## config.mk

```make
export PLATFORM = sky130hd
export DESIGN_NAME = checksummed_command_frame_receiver
export DESIGN_NICKNAME = d
export VERILOG_FILES = /design/src/sv/ccfr_pkg.sv /design/src/sv/ccfr_parser.sv /design/src/sv/checksummed_command_frame_receiver.sv
export VERILOG_INCLUDE_DIRS = /design/src /design/src/sv
export SDC_FILE = /design/constraint.sdc
export NUM_CORES = 1
export LEC_CHECK = 0
export BUFFER_PORTS_ARGS = -buffer_cell sky130_fd_sc_hd__buf_2
export CAP_MARGIN = 30
export CORE_MARGIN = 2
export CORE_UTILIZATION = 60
export CTS_CLUSTER_SIZE = 40
export DETAILED_ROUTE_END_ITERATION = 16
export MAX_ROUTING_LAYER = met4
export PLACE_DENSITY = 0.86
export SLEW_MARGIN = 20
export SYNTH_ARGS = -nofsm -noshare
export SYNTH_HDL_FRONTEND = slang
export SYNTH_SLANG_ARGS = --single-unit
```

## constraint.sdc

```tcl
create_clock -name clk_i -period 4.1 [get_ports clk_i]
set_input_delay 0.205 -clock clk_i [delete_from_list [all_inputs] [get_ports clk_i]]
set_output_delay 0.205 -clock clk_i [all_outputs]
set_load 0.02 [all_outputs]
```

## src/sv/assert_macros.svh

```systemverilog
// Assertion helpers shared by the frame receiver RTL.
// Included by files that carry concurrent checks; no other dependencies.
`ifndef ASSERT_MACROS_SVH
`define ASSERT_MACROS_SVH

// Same-cycle implication, checked outside reset.
`define ASSERT_IMP(lbl, clk, rstn, ante, cons, msg) \
  lbl: assert property (@(posedge clk) disable iff (!(rstn)) (ante) |-> (cons)) \
    else $error(msg);

// Next-cycle implication, checked outside reset.
`define ASSERT_NXT(lbl, clk, rstn, ante, cons, msg) \
  lbl: assert property (@(posedge clk) disable iff (!(rstn)) (ante) |=> (cons)) \
    else $error(msg);

`endif

```

## src/sv/ccfr_pkg.sv

```systemverilog
// Types and constants for the checksummed command frame receiver.
// No dependencies; used by ccfr_parser and the top level.
`timescale 1ns / 1ps

package ccfr_pkg;

  localparam int HeaderBytes = 4;
  localparam int MaxLen      = 63;  // length field is 6 bits wide

  // Configuration register indexes
  localparam logic [1:0] CFG_CHECK_ENABLE = 2'd0;
  localparam logic [1:0] CFG_LONG_CMD     = 2'd1;
  localparam logic [1:0] CFG_SHORT_LIMIT  = 2'd2;

  localparam logic [5:0] ShortLimitReset = 6'd10;

  typedef enum logic [2:0] {
    ST_CK_HI,
    ST_CK_LO,
    ST_CMD,
    ST_LEN,
    ST_PAYLOAD
  } state_e;

  typedef struct packed {
    logic       check_enable;
    logic [7:0] long_cmd;
    logic [5:0] short_limit;
  } cfg_t;

  typedef struct packed {
    logic       payload_valid;
    logic [7:0] payload_byte;
    logic [5:0] payload_index;
    logic       frame_done;
    logic       frame_ok;
    logic [7:0] frame_command;
    logic [5:0] frame_length;
  } res_t;

endpackage

```

## src/sv/ccfr_parser.sv

```systemverilog
// Frame parser: header/payload state, running sum and per-byte result.
// Depends on ccfr_pkg and assert_macros.svh.
`timescale 1ns / 1ps
`include "assert_macros.svh"

module ccfr_parser #(
  parameter int BUFFER_BYTES = 64
) (
  input  logic            clk_i,
  input  logic            rst_ni,
  input  logic            accept_i,
  input  logic [7:0]      rx_byte_i,
  input  ccfr_pkg::cfg_t  cfg_i,
  output ccfr_pkg::res_t  res_o
);

  localparam int LenBoundRaw = BUFFER_BYTES - ccfr_pkg::HeaderBytes;
  localparam int LenBound    = (LenBoundRaw > ccfr_pkg::MaxLen) ? ccfr_pkg::MaxLen
                                                                : LenBoundRaw;
  localparam logic [7:0] LenBoundB = 8'(LenBound);

  ccfr_pkg::state_e state_q, state_d;
  logic [15:0] hdr_sum_q, hdr_sum_d;
  logic [7:0]  cmd_q, cmd_d;
  logic [5:0]  rem_q, rem_d;
  logic [5:0]  len_q, len_d;
  logic [15:0] sum_q, sum_d;

  logic [15:0] sum_add;
  logic [5:0]  len_clamp;
  logic [5:0]  rem_dec;
  logic        done;

  assign sum_add = sum_q + {8'd0, rx_byte_i};
  assign rem_dec = (rem_q != 6'd0) ? rem_q - 6'd1 : 6'd0;

  always_comb begin
    len_clamp = (rx_byte_i > LenBoundB) ? 6'd0 : rx_byte_i[5:0];
    if (cmd_q != cfg_i.long_cmd && len_clamp > cfg_i.short_limit) begin
      len_clamp = 6'd0;
    end
  end

  always_comb begin
    state_d   = state_q;
    hdr_sum_d = hdr_sum_q;
    cmd_d     = cmd_q;
    rem_d     = rem_q;
    len_d     = len_q;
    sum_d     = sum_q;
    res_o     = '0;
    done      = 1'b0;
    unique case (state_q)
      ccfr_pkg::ST_CK_HI: begin
        hdr_sum_d = {rx_byte_i, 8'd0};
        state_d   = ccfr_pkg::ST_CK_LO;
      end
      ccfr_pkg::ST_CK_LO: begin
        hdr_sum_d = {hdr_sum_q[15:8], rx_byte_i};
        state_d   = ccfr_pkg::ST_CMD;
      end
      ccfr_pkg::ST_CMD: begin
        cmd_d   = rx_byte_i;
        sum_d   = {8'd0, rx_byte_i};
        state_d = ccfr_pkg::ST_LEN;
      end
      ccfr_pkg::ST_LEN: begin
        sum_d   = sum_add;
        len_d   = len_clamp;
        rem_d   = len_clamp;
        state_d = ccfr_pkg::ST_PAYLOAD;
        if (len_clamp == 6'd0) begin
          done           = 1'b1;
          res_o.frame_ok = 1'b1;
        end
      end
      ccfr_pkg::ST_PAYLOAD: begin
        sum_d               = sum_add;
        rem_d               = rem_dec;
        res_o.payload_valid = 1'b1;
        res_o.payload_byte  = rx_byte_i;
        res_o.payload_index = len_q - rem_q;
        if (rem_dec == 6'd0) begin
          done           = 1'b1;
          res_o.frame_ok = !cfg_i.check_enable || (sum_add == hdr_sum_q);
        end
      end
      default: begin
        state_d = ccfr_pkg::ST_CK_HI;
      end
    endcase
    if (done) begin
      res_o.frame_done    = 1'b1;
      res_o.frame_command = cmd_d;
      res_o.frame_length  = len_d;
      // back to idle
      state_d   = ccfr_pkg::ST_CK_HI;
      hdr_sum_d = '0;
      cmd_d     = '0;
      rem_d     = '0;
      len_d     = '0;
      sum_d     = '0;
    end
  end

  always_ff @(posedge clk_i or negedge rst_ni) begin
    if (!rst_ni) begin
      state_q   <= ccfr_pkg::ST_CK_HI;
      hdr_sum_q <= '0;
      cmd_q     <= '0;
      rem_q     <= '0;
      len_q     <= '0;
      sum_q     <= '0;
    end else if (accept_i) begin
      state_q   <= state_d;
      hdr_sum_q <= hdr_sum_d;
      cmd_q     <= cmd_d;
      rem_q     <= rem_d;
      len_q     <= len_d;
      sum_q     <= sum_d;
    end
  end

  `ASSERT_IMP(a_payload_rem_nonzero, clk_i, rst_ni,
              state_q == ccfr_pkg::ST_PAYLOAD, rem_q != 6'd0, "payload state with no bytes left")
  `ASSERT_IMP(a_rem_within_len, clk_i, rst_ni,
              1'b1, rem_q <= len_q, "remaining count exceeds frame length")
  `ASSERT_NXT(a_done_to_idle, clk_i, rst_ni,
              accept_i && res_o.frame_done, state_q == ccfr_pkg::ST_CK_HI,
              "parser not idle after frame end")

endmodule

```

## src/sv/checksummed_command_frame_receiver.sv

```systemverilog
// Checksummed command frame receiver, top level: config registers,
// parser instance and output register with skid stage.
// Depends on ccfr_pkg, ccfr_parser and assert_macros.svh.
//
// Usage:
//   Input channel: one received byte per item on rx_byte_i, qualified by
//   in_valid_i and held off by in_stall_o. Frames are checksum high,
//   checksum low, command, length, then payload bytes.
//   Output channel: exactly one result item per input byte, on out_valid_o
//   with out_stall_i from the receiver. Payload bytes carry their index;
//   the byte that ends a frame flags frame_done_o with frame_ok_o, the
//   command and the clamped length.
//   Results are registered, in the output register or, while the receiver
//   stalls, in the skid entry; throughput is one byte per cycle while
//   in_stall_o is low. Config writes (cfg_we_i, cfg_index_i, cfg_data_i)
//   are registered and should only be made while no item is in flight.
//   Reset clears the parser to the start of a frame and loads register
//   defaults (check off, long command 0, short limit 10).
//   When the receiver stalls, the result holds and one more item is taken
//   into a skid stage; in_stall_o rises only once that stage is full.
`timescale 1ns / 1ps
`include "assert_macros.svh"

module checksummed_command_frame_receiver #(
  parameter int BUFFER_BYTES = 64
) (
  input  logic       clk_i,
  input  logic       rst_ni,
  input  logic       in_valid_i,
  output logic       in_stall_o,
  input  logic [7:0] rx_byte_i,
  output logic       out_valid_o,
  input  logic       out_stall_i,
  output logic       payload_valid_o,
  output logic [7:0] payload_byte_o,
  output logic [5:0] payload_index_o,
  output logic       frame_done_o,
  output logic       frame_ok_o,
  output logic [7:0] frame_command_o,
  output logic [5:0] frame_length_o,
  input  logic       cfg_we_i,
  input  logic [1:0] cfg_index_i,
  input  logic [7:0] cfg_data_i
);

  ccfr_pkg::cfg_t cfg_q;
  ccfr_pkg::res_t res;
  ccfr_pkg::res_t out_q, skid_q;
  logic           out_valid_q, skid_valid_q;
  logic           accept, out_take;

  assign in_stall_o = skid_valid_q;
  assign accept     = in_valid_i && !skid_valid_q;
  assign out_take   = out_valid_q && !out_stall_i;

  always_ff @(posedge clk_i or negedge rst_ni) begin
    if (!rst_ni) begin
      cfg_q.check_enable <= 1'b0;
      cfg_q.long_cmd     <= 8'd0;
      cfg_q.short_limit  <= ccfr_pkg::ShortLimitReset;
    end else if (cfg_we_i) begin
      unique case (cfg_index_i)
        ccfr_pkg::CFG_CHECK_ENABLE: cfg_q.check_enable <= cfg_data_i[0];
        ccfr_pkg::CFG_LONG_CMD:     cfg_q.long_cmd     <= cfg_data_i;
        ccfr_pkg::CFG_SHORT_LIMIT:  cfg_q.short_limit  <= cfg_data_i[5:0];
        default: ;
      endcase
    end
  end

  ccfr_parser #(
    .BUFFER_BYTES(BUFFER_BYTES)
  ) u_parser (
    .clk_i     (clk_i),
    .rst_ni    (rst_ni),
    .accept_i  (accept),
    .rx_byte_i (rx_byte_i),
    .cfg_i     (cfg_q),
    .res_o     (res)
  );

  // Output register plus one skid entry.
  always_ff @(posedge clk_i or negedge rst_ni) begin
    if (!rst_ni) begin
      out_valid_q  <= 1'b0;
      skid_valid_q <= 1'b0;
    end else if (skid_valid_q) begin
      if (out_take) begin
        skid_valid_q <= 1'b0;
      end
    end else if (accept) begin
      if (!out_valid_q || out_take) begin
        out_valid_q <= 1'b1;
      end else begin
        skid_valid_q <= 1'b1;
      end
    end else if (out_take) begin
      out_valid_q <= 1'b0;
    end
  end

  always_ff @(posedge clk_i) begin
    if (skid_valid_q) begin
      if (out_take) begin
        out_q <= skid_q;
      end
    end else if (accept) begin
      if (!out_valid_q || out_take) begin
        out_q <= res;
      end else begin
        skid_q <= res;
      end
    end
  end

  assign out_valid_o     = out_valid_q;
  assign payload_valid_o = out_q.payload_valid;
  assign payload_byte_o  = out_q.payload_byte;
  assign payload_index_o = out_q.payload_index;
  assign frame_done_o    = out_q.frame_done;
  assign frame_ok_o      = out_q.frame_ok;
  assign frame_command_o = out_q.frame_command;
  assign frame_length_o  = out_q.frame_length;

  `ASSERT_IMP(a_skid_needs_out, clk_i, rst_ni,
              skid_valid_q, out_valid_q, "skid entry filled while output empty")
  `ASSERT_IMP(a_ok_only_on_done, clk_i, rst_ni,
              out_valid_o && !frame_done_o, !frame_ok_o, "frame_ok without frame_done")
  `ASSERT_IMP(a_empty_frame_ok, clk_i, rst_ni,
              out_valid_o && frame_done_o && frame_length_o == 6'd0,
              frame_ok_o && !payload_valid_o, "zero-length frame not accepted")
  `ASSERT_NXT(a_stall_fills_skid, clk_i, rst_ni,
              accept && out_valid_q && out_stall_i && !skid_valid_q, skid_valid_q,
              "item taken under stall did not land in skid")

endmodule

```

==> reports/metrics.yaml <==
postSynthAreaPerCell_um2: 11.2
synth_fp_nets: 668
gp_congestion: 0.936
synth_cells: 622
final_common_cell: "dfrtp_1"
vias_per_cell: 6.30
rsz0062_at_grt: "no"
hold_path_class: "in2reg"
cts_buffers: 17
max_slew_margin_pct: 41.1
layout_common_cells: "dfrtp_1, edfxtp_1, nand2_1"
synth.distinct_cells: 61
final.period_utilization_pct: 81.2
die_w_um: 112
criticalPathCategory: "reg2reg"
hold_viol: 0
die_area_um2: 12500
yosysTopAreaCellShare_pct: 26.7
synth_top_cell_by_area: "edfxtp_1"
num_antenna_cells: 0
placementRows: 39
drt-initial-drc-count: 437
wl_per_cell_um: 20.2
ys_top_cells_by_area: "edfxtp_1, dfrtp_1, mux2_2"
endpoint_kind: "register"
required_ns: 4.40
path_max_fanout: 9
critPathArrivalTime_ns: 3.63
power_mw: 6.18
track_usage_pct: 29.4
ant_nets: 0
clk_pin_slew_ns: 0.06
antenna_found_initial: 0
worst_pin_slew_ns: 0.872
p_leak_nw: 3.52
dr.pass1.iters: 5
clk_latency_ns: 0.43
status: "complete, no violations"
cap_violations: 0
drive_gt1_share_pct: 20.5
initial_core_util_pct: 61.4
clockBufferDepth: 2
peakVddDrop_mv: 0.603
yosys_warnings: 0
cellPowerDensity_nw_per_um2: 770
slew_viol_final: 0
nets: 724
grt_max_degree: 53
synthFlopType: "dfrtp_1"
io_pins: 56
synth_area_um2: 6980
grt_overflow: 0
portBuffers: 55
fmax_mhz: 300
synth_edf_count: 62
place_hpwl_um: 11300
die_y_um: 112
root_buffer: "clkbuf_16"
drt_wl_total_um: 16800
setup_viol: 0
ys_ff_latch: 134
startpoint_type: "register"
route.detailed.drc: 0
clock_skew_ns: 0.00685
first_global_vias: 5370
fin_crit_ns: 3.33
async_reset_ff_share_pct: 53.7
core_area_um2: 11400
cts_tree: "built"
htreeDepth: 4
seq_area_frac_synth_pct: 52.5
fin_tns_setup_ns: 0
vias: 5258
area_growth_pct: 15.1
grt_pass1_wl_um: 27700
cts.sinks: 134
[cell families (layout without fill, tap and decap cells)]
logic type	count (synthesis)	after routing	synth area share [%]
flip-flops	134	134	52.5
AND/OR/NAND/NOR	178	178	12.5
multiplexers	42	42	6.58
buffers and inverters	51	120	2.92
adder cells (fa/ha/maj)	24	24	4.48
AO/OA/AOI/OAI	156	156	16.1
XOR/XNOR	37	37	4.84
[cells in the mapped netlist, types with 5 or more instances]
cell type  instances
a31oi_1            9
o31ai_1           21
ha_1              21
and2_1            12
inv_1             17
xnor2_1           17
clkbuf_1          23
dfrtp_1           70
nor2_1            46
mux2_2            31
a21o_1             9
xor2_1            19
nand4_1            6
edfxtp_1          62
nand2_1           59
mux2i_1           11
buf_2              7
and3_1            16
a21oi_1           41
nand3_1           11
a22o_1            34
o21ai_0           13
nor3_1             5
[per-stage QoR]
step	hold slack, ns	utilization (%)	instance area, um^2	setup slack, ns	cells
2_1_floorplan	-0.0906	-	6980	0.952	622
3_3_place_gp	0.371	65.0	7390	0.721	799
3_5_place_dp	0.382	65.0	7390	0.586	799
4_1_cts	0.00703	70.4	8010	0.794	832
5_1_grt	0.0170	70.6	8030	0.589	834
6_report	0.0141	70.6	8030	0.769	834
[path summary, 6_finish.rpt]
| check | cells past startpoint | slack, ns | to | from |
|---|---|---|---|---|
| setup / recovery | 9 | 0.77 | frame_ok_o | u_parser.sum_q[5] |
| hold / removal | 2 | 0.01 | cfg_q[13] | cfg_data_i[7] |
| setup reg to reg | 9 | 0.77 | frame_ok_o | u_parser.sum_q[5] |
| hold reg to reg | 2 | 0.48 | u_parser.sum_q[2] | u_parser.sum_q[2] |
| max in group asynchronous | 4 | 3.01 | cfg_q[1] | rst_ni |
| min in group asynchronous | 2 | 0.16 | u_parser.hdr_sum_q[4] | rst_ni |
[cell type report]
| cell class | count | area, um^2 |
|---|---|---|
| Clock buffer | 20 | 457 |
| Clock inverter | 12 | 150 |
| Fill cell | 803 | 3340 |
| Inverter | 18 | 67.6 |
| Multi-Input combinational cell | 437 | 3110 |
| Sequential cell | 134 | 3670 |
| Tap cell | 143 | 179 |
| Timing Repair Buffer | 70 | 400 |
[flip-flops by register name (all words and copies together) (netlist names), 3 cells and up]
name / flops
cfg_q: 15
frame_command_o: 8
frame_length_o: 6
payload_byte_o: 8
payload_index_o: 6
skid_q: 31
u_parser.cmd_q: 8
u_parser.hdr_sum_q: 16
u_parser.len_q: 6
u_parser.rem_q: 6
u_parser.state_q: 3
u_parser.sum_q: 16
[power breakdown]
| group | switching [mW] | leakage [nW] | internal [mW] | total (mW) |
|---|---|---|---|---|
| registers | 0.296 | 1.51 | 1.90 | 2.20 |
| logic | 1.48 | 1.73 | 0.941 | 2.42 |
| clock network | 0.579 | 0.286 | 0.985 | 1.56 |
| total | 2.36 | 3.52 | 3.83 | 6.18 |
[routing by layer]
layer / GRT usage (%) / wire length, um / vias to the layer above
met5: - / 0 / -
met4: 14.1 / 599 / 0
met3: 6.04 / 1100 / 50
met2: 46.9 / 8290 / 221
met1: 36.2 / 6830 / 2574
li1: - / - / 2413
[critical path: stages, from the launching register on]
cell	delay [ns]
dfrtp_1	0.40
ha_1	0.48
inv_1	0.12
o311ai_0	0.79
o21ai_0	0.34
xnor2_1	0.22
a211oi_1	0.25
nand4b_1	0.13
o21ai_1	0.27
mux2_2	0.20
[repair_timing]
action,4_1_cts,5_1_grt
gates resized for setup,0,0
buffers inserted,0,0
hold endpoints to repair,38,0
hold buffers,1,0
Note: power is estimated with default switching activity, not from simulation.
